`config.mk`:
```
export PLATFORM = sky130hd
export DESIGN_NAME = mtg_seq
export DESIGN_NICKNAME = d
export VERILOG_FILES = /design/src/sv/mtg_pkg.sv /design/src/sv/mtg_seq.sv
export SDC_FILE = /design/constraint.sdc
export NUM_CORES = 1
export LEC_CHECK = 0
export BUFFER_PORTS_ARGS = -buffer_cell sky130_fd_sc_hd__buf_2
export CAP_MARGIN = 20
export CORE_MARGIN = 2
export CORE_UTILIZATION = 50
export CTS_CLUSTER_DIAMETER = 60
export DETAILED_ROUTE_END_ITERATION = 8
export HOLD_SLACK_MARGIN = 0.08
export PLACE_DENSITY = 0.77
export SLEW_MARGIN = 20
export SYNTH_ARGS = -nofsm -noshare
export SYNTH_HDL_FRONTEND = slang
export SYNTH_SLANG_ARGS = --single-unit
```
`constraint.sdc`:
```
create_clock -name clock -period 2.08 [get_ports clock]
set_clock_uncertainty 0.1 [all_clocks]
set_input_delay 0.208 -clock clock [delete_from_list [all_inputs] [get_ports clock]]
set_output_delay 0.208 -clock clock [all_outputs]
set_load 0.005 [all_outputs]
```
`src/sv/mtg_pkg.sv`:
```
// Shared types, constants and functions for the MT19937 generator.
// No dependencies; every other file refers to this package by scoped names.

package mtg_pkg;

   // State array geometry
   localparam int STATE_DEPTH  = 624;
   localparam int TWIST_OFFSET = 397;
   localparam int ADDR_W       = $clog2(STATE_DEPTH + 2);
   localparam int WORD_W       = 32;

   // Word index codes and address bounds
   localparam logic [ADDR_W-1:0] LAST_ADDR    = ADDR_W'(STATE_DEPTH - 1);
   localparam logic [ADDR_W-1:0] IDX_SEEDED   = ADDR_W'(STATE_DEPTH);
   localparam logic [ADDR_W-1:0] IDX_NEVER    = ADDR_W'(STATE_DEPTH + 1);
   localparam logic [ADDR_W-1:0] FAR_FORWARD  = ADDR_W'(TWIST_OFFSET);
   localparam logic [ADDR_W-1:0] FAR_BACKWARD = ADDR_W'(STATE_DEPTH - TWIST_OFFSET);

   // Algorithm constants
   localparam logic [WORD_W-1:0] TWIST_MATRIX = 32'h9908_b0df;
   localparam logic [WORD_W-1:0] TEMPER_B     = 32'h9d2c_5680;
   localparam logic [WORD_W-1:0] TEMPER_C     = 32'hefc6_0000;
   localparam logic [WORD_W-1:0] DEFAULT_SEED = 32'd4357;
   localparam int                MULT_W       = 17;
   localparam logic [MULT_W-1:0] SEED_MULT    = 17'd69069;

   // Request mode codes
   localparam logic MODE_SEED = 1'b0;
   localparam logic MODE_DRAW = 1'b1;

   typedef enum logic [2:0] {
      ST_IDLE,
      ST_SEED,
      ST_TWIST_LOAD,
      ST_TWIST_RD,
      ST_TWIST_WR,
      ST_DRAW_RD,
      ST_DRAW_OUT
   } mtg_state_type;

   // Sequencer to datapath control
   typedef struct packed {
      logic              seed_load;
      logic              seed_default;
      logic              seed_step;
      logic              mem_we;
      logic              wr_twist;
      logic [ADDR_W-1:0] wr_addr;
      logic              rd_en;
      logic [ADDR_W-1:0] rd_a_addr;
      logic [ADDR_W-1:0] rd_b_addr;
      logic              cur_load;
      logic              out_load;
   } mtg_ctl_type;

   // Neighbor word of the twist, wrapping at the end of the array
   function automatic logic [ADDR_W-1:0] next_addr(input logic [ADDR_W-1:0] k);
      return (k == LAST_ADDR) ? '0 : k + ADDR_W'(1);
   endfunction

   // Far word of the twist, TWIST_OFFSET ahead modulo the depth
   function automatic logic [ADDR_W-1:0] far_addr(input logic [ADDR_W-1:0] k);
      return (k < FAR_BACKWARD) ? k + FAR_FORWARD : k - FAR_BACKWARD;
   endfunction

   // One twisted word from the current, neighbor and far words
   function automatic logic [WORD_W-1:0] twist_word(input logic [WORD_W-1:0] cur,
                                                    input logic [WORD_W-1:0] nxt,
                                                    input logic [WORD_W-1:0] far);
      logic [WORD_W-1:0] y;
      y = {cur[WORD_W-1], nxt[WORD_W-2:0]};
      return far ^ (y >> 1) ^ (y[0] ? TWIST_MATRIX : '0);
   endfunction

   // Output tempering
   function automatic logic [WORD_W-1:0] temper(input logic [WORD_W-1:0] x);
      logic [WORD_W-1:0] y;
      y = x;
      y = y ^ (y >> 11);
      y = y ^ ((y << 7) & TEMPER_B);
      y = y ^ ((y << 15) & TEMPER_C);
      y = y ^ (y >> 18);
      return y;
   endfunction

endpackage

```
`src/sv/mtg_seq.sv`:
```
// Sequencer of the MT19937 generator: seeding walk, twist walk and draw steps.
// Depends on mtg_pkg; drives mtg_dp through an mtg_ctl_type bundle.

module mtg_seq (
   input  logic                 clock,
   input  logic                 reset,
   input  logic                 req_valid,
   input  logic                 req_mode,
   output logic                 req_ready,
   input  logic                 rsp_ready,
   output logic                 rsp_valid,
   output mtg_pkg::mtg_ctl_type ctl
);

   mtg_pkg::mtg_state_type          state_ff, state_in;
   logic [mtg_pkg::ADDR_W-1:0]      ctr_ff, ctr_in;
   logic [mtg_pkg::ADDR_W-1:0]      idx_ff, idx_in;
   logic                            draw_pend_ff, draw_pend_in;
   logic                            rsp_valid_ff, rsp_valid_in;
   logic                            req_xfer;
   logic                            out_free;

   assign req_xfer  = req_valid && req_ready;
   assign out_free  = !rsp_valid_ff || rsp_ready;
   assign rsp_valid = rsp_valid_ff;

   // Next state
   always_comb begin
      state_in = state_ff;
      case (state_ff)
         mtg_pkg::ST_IDLE: begin
            if (req_xfer) begin
               if (req_mode == mtg_pkg::MODE_SEED || idx_ff == mtg_pkg::IDX_NEVER) begin
                  state_in = mtg_pkg::ST_SEED;
               end else if (idx_ff == mtg_pkg::IDX_SEEDED) begin
                  state_in = mtg_pkg::ST_TWIST_LOAD;
               end else begin
                  state_in = mtg_pkg::ST_DRAW_RD;
               end
            end
         end
         mtg_pkg::ST_SEED: begin
            if (ctr_ff == mtg_pkg::LAST_ADDR) begin
               state_in = draw_pend_ff ? mtg_pkg::ST_TWIST_LOAD : mtg_pkg::ST_IDLE;
            end
         end
         mtg_pkg::ST_TWIST_LOAD: state_in = mtg_pkg::ST_TWIST_RD;
         mtg_pkg::ST_TWIST_RD:   state_in = mtg_pkg::ST_TWIST_WR;
         mtg_pkg::ST_TWIST_WR: begin
            state_in = (ctr_ff == mtg_pkg::LAST_ADDR) ? mtg_pkg::ST_DRAW_RD
                                                       : mtg_pkg::ST_TWIST_RD;
         end
         mtg_pkg::ST_DRAW_RD:    state_in = mtg_pkg::ST_DRAW_OUT;
         mtg_pkg::ST_DRAW_OUT: begin
            if (out_free) begin
               state_in = mtg_pkg::ST_IDLE;
            end
         end
         default: state_in = mtg_pkg::ST_IDLE;
      endcase
   end

   // Outputs and counter updates
   always_comb begin
      ctl          = '0;
      req_ready    = 1'b0;
      ctr_in       = ctr_ff;
      idx_in       = idx_ff;
      draw_pend_in = draw_pend_ff;
      case (state_ff)
         mtg_pkg::ST_IDLE: begin
            req_ready = 1'b1;
            if (req_xfer) begin
               ctr_in = '0;
               if (req_mode == mtg_pkg::MODE_SEED) begin
                  ctl.seed_load = 1'b1;
                  draw_pend_in  = 1'b0;
               end else if (idx_ff == mtg_pkg::IDX_NEVER) begin
                  ctl.seed_load    = 1'b1;
                  ctl.seed_default = 1'b1;
                  draw_pend_in     = 1'b1;
               end
            end
         end
         mtg_pkg::ST_SEED: begin
            ctl.mem_we    = 1'b1;
            ctl.wr_addr   = ctr_ff;
            ctl.seed_step = 1'b1;
            ctr_in        = ctr_ff + mtg_pkg::ADDR_W'(1);
            if (ctr_ff == mtg_pkg::LAST_ADDR) begin
               idx_in = mtg_pkg::IDX_SEEDED;
            end
         end
         mtg_pkg::ST_TWIST_LOAD: begin
            ctl.rd_en     = 1'b1;
            ctl.rd_a_addr = '0;
            ctr_in        = '0;
            draw_pend_in  = 1'b0;
         end
         mtg_pkg::ST_TWIST_RD: begin
            // Port A data still holds the old current word
            ctl.rd_en     = 1'b1;
            ctl.cur_load  = 1'b1;
            ctl.rd_a_addr = mtg_pkg::next_addr(ctr_ff);
            ctl.rd_b_addr = mtg_pkg::far_addr(ctr_ff);
         end
         mtg_pkg::ST_TWIST_WR: begin
            ctl.mem_we   = 1'b1;
            ctl.wr_twist = 1'b1;
            ctl.wr_addr  = ctr_ff;
            if (ctr_ff == mtg_pkg::LAST_ADDR) begin
               idx_in = '0;
            end else begin
               ctr_in = ctr_ff + mtg_pkg::ADDR_W'(1);
            end
         end
         mtg_pkg::ST_DRAW_RD: begin
            ctl.rd_en     = 1'b1;
            ctl.rd_a_addr = idx_ff;
         end
         mtg_pkg::ST_DRAW_OUT: begin
            if (out_free) begin
               ctl.out_load = 1'b1;
               idx_in       = idx_ff + mtg_pkg::ADDR_W'(1);
            end
         end
         default: ctl = '0;
      endcase
   end

   // Hold the result until the sink takes it
   always_comb begin
      if (ctl.out_load) begin
         rsp_valid_in = 1'b1;
      end else if (rsp_ready) begin
         rsp_valid_in = 1'b0;
      end else begin
         rsp_valid_in = rsp_valid_ff;
      end
   end

   always_ff @(posedge clock) begin
      if (reset) begin
         state_ff     <= mtg_pkg::ST_IDLE;
         ctr_ff       <= '0;
         idx_ff       <= mtg_pkg::IDX_NEVER;
         draw_pend_ff <= 1'b0;
         rsp_valid_ff <= 1'b0;
      end else begin
         state_ff     <= state_in;
         ctr_ff       <= ctr_in;
         idx_ff       <= idx_in;
         draw_pend_ff <= draw_pend_in;
         rsp_valid_ff <= rsp_valid_in;
      end
   end

endmodule

```
==> results, run 1 <==
- Detailed placement ended at an HPWL of 4.94 mm.
- The CTS tree is yes.
- The combinational cell fraction of total power is 20.7%.
- The number of sinks on the clock net is 25.
- The row count is 24.
- The final count of pins violating max slew came to 0.
- The area of all placed cells without fillers is 0.00298 mm².
- The mux share of post-synthesis cell area is roughly 1.4%.
- The class of the tightest hold or removal check is primary input to flop.
- The latest clock arrival within the worst-skew pair is 280 ps.
- After detailed routing, the number of remaining DRC violations is 0.
- Setup violations remaining at the end of the flow were counted as 19.
- The final route contains 2,776 vias.
- The flow ran to the end, but the final reports show violations.
- The part of the total power dissipated in the clock network is roughly 31%.
- The data required time of the worst path is 1770 ps.
- The number of enable-type register cells in the synthesized netlist is 0.
- The most common cell after layout, fill and taps aside is sky130_fd_sc_hd__buf_2.
- After synthesis, the netlist uses between 60 and 70 different library cells.
- The clock-pin slew on the worst setup and hold paths is 100 ps.
- Global routing used 28.7% of the available tracks across all layers.
- The cell at the root of the clock tree is sky130_fd_sc_hd__clkbuf_8.
- The sequential group share of total power is about half.
- For this design, the slowest cell found on the critical path is sky130_fd_sc_hd__or4_4.
- The placed instances occupy a cell area of ~0.0027 mm².
- The count of routing violations after the opening detailed-route iteration is 581.
- After synthesis, the share of flip-flops with an asynchronous set or reset is 0%.
- At the pin with the least slew margin, the transition time is between 900 and 1000 ps.
- The total wirelength of the detailed-routed design is 7.64 mm.
- The worst setup path is launched from a flop.
- Sequential cells were found to cover 22.9% of the synthesized design area.
- Data arrives at the worst endpoint at 1970 ps.
- The maximum cell stage delay along the critical path is 450 ps.
- Buffers placed on the I/O ports in this run total 44.
- The signal on the critical path passes through ha_4, or4_4, a21oi_4, mux2i_1, mux2i_1, buf_2.
- The final core utilization is 69.4%.
- The y dimension of the die is 70.2 µm.
- The checks that failed: negative setup slack.
- The fraction of layout instances using a drive strength above 1 is 38.2%.
- The mapped netlist covers ~0.0022 mm².
- During synthesis, Yosys emitted a total of 0 warnings.
- The final worst-path setup slack is -196 ps.
- The count of nets left with antenna violations after detail routing is 0.
- The area share of fa/ha/maj cells after synthesis is 2.74%.
- The maximum root-to-sink buffer count is 2.
- Summing the areas of all and, or, nand and nor instances in the mapped netlist gives between 30% and 40% of the synthesized area.
- The count of placed standard cells including taps is between 400 and 500.
- The pre-CTS setup slack is 3.11 ps.
- The number of fill cells in the layout is 306.
- The leakage power of the design is 1.20 nW.
- The post-synth net total is approximately 300.
- The number of max-cap violations is 0.
- From left edge to right edge, the die measures 70.2 µm.
- The effective utilization at floorplan is between 50 and 60%.
- The number of hold buffers added after CTS was 0.
- Of all nets on the critical path, the largest fanout is 3.
- The first-pass iteration count of the detailed router is 6.
- In the finished design, the share of the clock period the worst path needs comes to 109%.
- Internal power comes to 0.000696 W.
- Dividing total power by cell area gives a power density of around 340 mW/mm².
- In this run the standard cell core region covers 0.00429 mm².
- By instance count, the cell type seen most on the critical path is sky130_fd_sc_hd__mux2i_1.
- Across the VDD grid, the largest voltage drop is 0.000284 V.
- The predominant post-synthesis flop cell is sky130_fd_sc_hd__dfxtp_1.
- The per-cell via count in the routed design is 6.67.
- Summing the areas of all compound-gate instances in the mapped netlist gives a little under a third of the synthesized area.
- The main combinational cell family by area after synthesis is compound AO/OA/AOI/OAI gates.
- Relative to the synthesized area, the layout overhead comes to 36.1%.
- The net switching fraction of the power is 31.6%.
- In this run the number of H-tree levels came out at 1.
- The pin count of the biggest net entering global routing is 26.
- The number of hold violations in the final report is 0.
- Dividing the detail-routed wire length by the instance count gives 18.4 µm.
- The worst setup path is captured at a primary output.
- Across all hold checks on the routed design, the worst slack comes to 244 ps.
- The average cell area after synthesis is 7.47 µm².
- After technology mapping, the gate count stands at 293.
- The net count of the finished layout is 374.
- The number of clock buffers added by TritonCTS is 3.
- The switching power is 0.000322 W.
- The number of inserted diodes is 0.
- Setup repair after global routing could not meet its margin everywhere.
- Measured against its own limit, the worst slew margin works out to 39.3%.
- The clock period minus worst slack is around 2300 ps.
- The post-synthesis register bit count is 25.
- The global-route wire length before repair is between 10 and 15 mm.
- Leaving out filler cells and counting taps, the final layout contains 416.
- The maximum clock rate is ~0.44 GHz.
- The final RePlAce weighted congestion is 0.922.
- The initial antenna violation count is 0.
- The die area is 0.00492 mm².
- The post-synthesis share of cell area spent on xor and xnor gates is 4.80%.
- Leaving out fill and tap cells, the most frequent cells in the layout are sky130_fd_sc_hd__buf_2 (44), sky130_fd_sc_hd__buf_4 (42), sky130_fd_sc_hd__nand2_1 (24), sky130_fd_sc_hd__dfxtp_1 (16), sky130_fd_sc_hd__a21oi_1 (14).
- For this run the aggregate overflow at the end of global routing stands at 0.
- The path type of the worst setup path is flop to primary output.
- The number of global-route vias before repair is 2,365.
- The number of top-level pins is 45.
logic make-up after synthesis:
logic type                 count (synthesis)
AOI/OAI and AO/OA                         97
xor gates and xnor gates                  12
adders and majority gates                  5
buffers and inverters                     36
DFF                                       25
muxes                                      3
and+or+nand+nor                          115
Yosys cell counts, types with 4 or more instances:
master,instances,area share (%)
sky130_fd_sc_hd__dfxtp_1,25,23
sky130_fd_sc_hd__nand2_1,25,4.3
sky130_fd_sc_hd__a21oi_1,17,3.9
sky130_fd_sc_hd__clkbuf_1,17,2.9
sky130_fd_sc_hd__o21ai_0,17,3.9
sky130_fd_sc_hd__a31oi_1,11,3.1
sky130_fd_sc_hd__nor2_1,11,1.9
sky130_fd_sc_hd__and2_1,10,2.9
sky130_fd_sc_hd__or3_1,10,2.9
sky130_fd_sc_hd__xnor2_1,10,4.0
sky130_fd_sc_hd__inv_1,9,1.5
sky130_fd_sc_hd__and3_1,8,2.3
sky130_fd_sc_hd__nand3_1,8,1.8
sky130_fd_sc_hd__nor3_1,8,1.8
sky130_fd_sc_hd__o211ai_1,7,2.4
sky130_fd_sc_hd__a211o_1,5,2.0
sky130_fd_sc_hd__nand2b_1,5,1.4
sky130_fd_sc_hd__nand3b_1,5,1.7
sky130_fd_sc_hd__o31ai_1,5,1.7
sky130_fd_sc_hd__a311oi_1,4,1.6
sky130_fd_sc_hd__ha_1,4,2.3
sky130_fd_sc_hd__nand4_1,4,1.1
critical path: cells and delay by family (launching register included):
kind | cells | cell delay, ps
compound gates | 1 | 180
flops | 1 | 350
buf+inv | 1 | 120
fa+ha+maj | 1 | 170
mux | 2 | 420
simple gates | 1 | 450
per-layer routing:
metal  GRT usage [%]  vias up  share of wire (%)
li1                -     1250                  -
met1            39.9     1313                 41
met2            45.5      183                 47
met3            5.77       30                9.3
met4            7.69        0                2.9
met5               0        -                  0
state kept, by name, indices dropped and copies added (netlist names):
signal,count
rsp_valid,1
idx_ff,10
draw_pend_ff,1
state_ff,3
ctr_ff,10
area by class of cell:
| cell class | instances | area, µm² | area share [%] |
|---|---|---|---|
| clock buffer | 3 | 41.3 | 1.39 |
| clock inverter | 1 | 7.51 | 0.252 |
| inverter | 12 | 51.3 | 1.72 |
| multi-input combinational | 233 | 1710 | 57.5 |
| sequential | 25 | 519 | 17.4 |
| tap | 52 | 65.1 | 2.18 |
| timing repair buffer | 90 | 581 | 19.5 |
power by group through the flow:
| stage | Sequential, W | Combinational [W] | Clock (W) |
|---|---|---|---|
| finish | 0.000492 | 0.000210 | 0.000315 |
| global route | 0.000494 | 0.000226 | 0.000343 |
| CTS | 0.000492 | 0.000194 | 0.000321 |
| detailed placement | 0.000504 | 0.000187 | 0 |
| global placement | 0.000504 | 0.000185 | 0 |
| floorplan | 0.000504 | 0.000116 | 0 |
through the flow:
stage               setup TNS (ps)  power, W
finish                       -2180   0.00102
global route                 -3480   0.00106
CTS                          -1470   0.00101
detailed placement               0  0.000692
global placement                 0  0.000689
floorplan                        0  0.000620
path summary, 6_finish.rpt:
kind                            cells after the start  slack, ps         start           end
worst max register to register                      9        -50     ctr_ff[1]     idx_ff[8]
worst min register to register                      2        460  draw_pend_ff  draw_pend_ff
worst min-delay path                                3        240     req_valid  draw_pend_ff
worst max-delay path                                6       -200     ctr_ff[1]        ctl[9]
repair_timing:
action | CTS | global route
pin swaps | 10 | 13
resized for setup | 42 | 20
buffers inserted | 5 | 2
endpoints found under the setup margin | 24 | 42
cloned | 1 | 0
Note: power is estimated with default switching activity, not from simulation.
==> inputs of run 2 (changes only) <==
--- a/config.mk
+++ b/config.mk
@@ -8,11 +8,11 @@
 export BUFFER_PORTS_ARGS = -buffer_cell sky130_fd_sc_hd__buf_2
 export CAP_MARGIN = 20
 export CORE_MARGIN = 2
-export CORE_UTILIZATION = 50
+export CORE_UTILIZATION = 55
 export CTS_CLUSTER_DIAMETER = 60
 export DETAILED_ROUTE_END_ITERATION = 8
 export HOLD_SLACK_MARGIN = 0.08
-export PLACE_DENSITY = 0.77
+export PLACE_DENSITY = 0.8
 export SLEW_MARGIN = 20
 export SYNTH_ARGS = -nofsm -noshare
 export SYNTH_HDL_FRONTEND = slang
==> constraint.sdc (replaced) <==
create_clock -name clock -period 2.9 [get_ports clock]
set_clock_uncertainty 0.1 [all_clocks]
set_input_delay 0.29 -clock clock [delete_from_list [all_inputs] [get_ports clock]]
set_output_delay 0.29 -clock clock [all_outputs]
set_load 0.005 [all_outputs]
==> run 2 against run 1 <==
Against the previous run: core utilization shrank 1.9 points; routed wire length decreased by 15%; sequential share of layout area up 2.5 points; the flow now finishes without violations; worst setup slack better by 320 ps; largest power group unchanged; global-route usage up 1.9 points; cell count decreased by 8.9%; die area fell by 8.6%; clock-buffer cell count unchanged; sequential cell count is the same; clock power decreased by 30%.
==> results, run 2 (synthesis gave the netlist of run 1 again) <==
- Summed over all layers, the routed wires come to 6.51 mm.
- The die covers approximately 0.0045 mm².
- In this run, placement finished with an instance count of around 380.
- The slew at the pin with the worst max-slew slack is 732 ps.
- The number of buffers added on ports is 44.
- Relative to the synthesized area, the layout overhead comes to 15.4%.
- The final RePlAce weighted congestion is roughly 0.91.
- The first global-routing pass estimated 10.6 mm of wire.
- The count of H-tree levels built during CTS is 1.
- The number of global-route vias before repair is ~2,200.
- The most common cell after layout, fill and taps aside is sky130_fd_sc_hd__buf_2.
- 45 I/O pins were placed.
- The number of max-cap violations is 0.
- The maximum clock rate is 0.360 GHz.
- The maximum root-to-sink buffer count is 2.
- The data required time of the worst path is 2510 ps.
- The clock buffer count from CTS is 3.
- After detailed routing, the number of remaining DRC violations is 0.
- The CTS tree is yes.
- The number of sinks on the clock net is 25.
- The core region is 0.00374 mm².
- The library cells used most frequently in the layout, excluding fill and tap cells, are sky130_fd_sc_hd__buf_2 (44), sky130_fd_sc_hd__nand2_1 (25), sky130_fd_sc_hd__dfxtp_1 (23), sky130_fd_sc_hd__o21ai_0 (17), sky130_fd_sc_hd__a21oi_1 (17).
- The initial antenna violation count was 1.
- IR analysis of the VDD net gives a maximum drop of 0.000313 V.
- The relative max-transition margin is between 50 and 60%.
- The power density normalized to cell area is about 280 mW/mm².
- The total half-perimeter wirelength after legalization and detailed placement is roughly 4.7 mm.
- Clock tree synthesis selected as its root buffer the cell sky130_fd_sc_hd__clkbuf_8.
- The pin count of the biggest net entering global routing is 28.
- The setup total negative slack is 0 ps.
- The row count is 22.
- The overflow left after global routing is 0.
- The final net count is approximately 340.
- After detailed routing, the number of vias per cell comes to 6.53.
- The worst setup path is of the flop to primary output kind.
- The first routing iteration left 404 violations.
- The worst setup path is launched from a flop.
- With fillers left out, the area of the finished cells amounts to 0.00252 mm².
- The run finished with clean final reports.
- The clock period minus worst slack is 2780 ps.
- Setup violations remaining at the end of the flow were counted as 0.
- The critical path arrival is roughly 2400 ps.
- The maximum fanout along the worst path is 11.
- In this run the worst hold path is classified as primary input to flop.
- The count of nets left with antenna violations after detail routing is 0.
- The design draws between 0.0007 and 0.0008 W.
- After clock tree synthesis, the clock-pin slew on the worst setup and hold paths is around 100 ps.
- The largest registers in the layout are ctr_ff: 10 flops, idx_ff: 10 flops, state_ff: 3 flops.
- Setup repair after global routing left no endpoint under its margin.
- Across all hold checks on the routed design, the worst slack comes to 311 ps.
- The leakage power of the design is approximately 1 nW.
- Once layout is complete, the cells apart from fillers number around 380.
- After detailed routing, the average wire length per cell comes to 17.2 µm.
- The area of placed instances is around 0.0025 mm².
- Measured along the y axis, the die boundary spans 67.1 µm.
- The repair_antennas step left the layout with diodes totalling 0.
- The share of the clock period used by the worst path after layout is 95.8%.
- In the final layout, the share of cells above drive strength 1 is 22.1%.
- The later pin in the worst-skew pair is clocked with a latency of ~270 ps.
- The detailed-route via count is around 2,500.
- The number of hold violations in the final report is 0.
- The global-route total usage across every layer is 30.6%.
- The first TritonRoute pass finished after 5 iterations.
- The post-cts hold buffer count is 0.
- The effective utilization at floorplan is 58.5%.
- The kind of capture point of the worst setup path is a primary output.
- The x dimension of the die is 67.1 µm.
- The final count of pins violating max slew is 0.
==> run 2: cell types whose count changed in the layout (fill, tap and decap cells not counted), sizes merged <==
cell	delta
nand2	-1
buf	-32
clkinvlp	-1
inv	-1
clkinv	+2
==> run 2: timing repair <==
action                                  4_1_cts  5_1_grt
endpoints found under the setup margin        0       11
buffers inserted                              0        0
gates resized for setup                       0        4
==> run 2: worst paths after layout <==
path,slack (ps),cells after the start,from,end
max,120,6,ctr_ff[0],ctl[17]
min,310,3,req_valid,draw_pend_ff
max reg2reg,570,6,state_ff[0],idx_ff[4]
min reg2reg,450,2,draw_pend_ff,draw_pend_ff
==> run 2: layout make-up <==
| cell class | instances | area [µm²] |
|---|---|---|
| clock buffer | 3 | 41.3 |
| clock inverter | 1 | 5.00 |
| fill | 335 | 1220 |
| inverter | 12 | 48.8 |
| multi-input combinational | 232 | 1540 |
| sequential | 25 | 503 |
| tap | 48 | 60.1 |
| timing repair buffer | 58 | 325 |
==> run 2: worst max-delay path, stage by stage, from the launching register on <==
cell	delay (ps)
sky130_fd_sc_hd__dfxtp_2	450
sky130_fd_sc_hd__ha_2	290
sky130_fd_sc_hd__nand3_1	140
sky130_fd_sc_hd__or3_1	560
sky130_fd_sc_hd__nand2_1	280
sky130_fd_sc_hd__o21ai_0	220
sky130_fd_sc_hd__buf_2	180
==> run 2: per-layer routing <==
layer / up-vias / share of wire [%] / global-route usage (%)
met2: 132 / 44 / 46.9
met1: 1150 / 46 / 44.3
met3: 6 / 9.1 / 5.57
li1: 1186 / - / -
met4: 0 / 0.77 / 6.38
met5: - / 0 / 0
==> run 2: per-stage QoR <==
step / setup WS, ps / util, %
6_report: 121 / 67.4
5_1_grt: 28.7 / 67.4
4_1_cts: 11.8 / 67.2
3_5_place_dp: 345 / 66.0
3_3_place_gp: 452 / 66.0
2_1_floorplan: 713 / -
==> run 2: power by group <==
group | total (W) | internal, W | switching (W)
clock | 0.000219 | 0.0000964 | 0.000122
combinational | 0.000117 | 0.0000419 | 0.0000750
sequential | 0.000364 | 0.000350 | 0.0000145
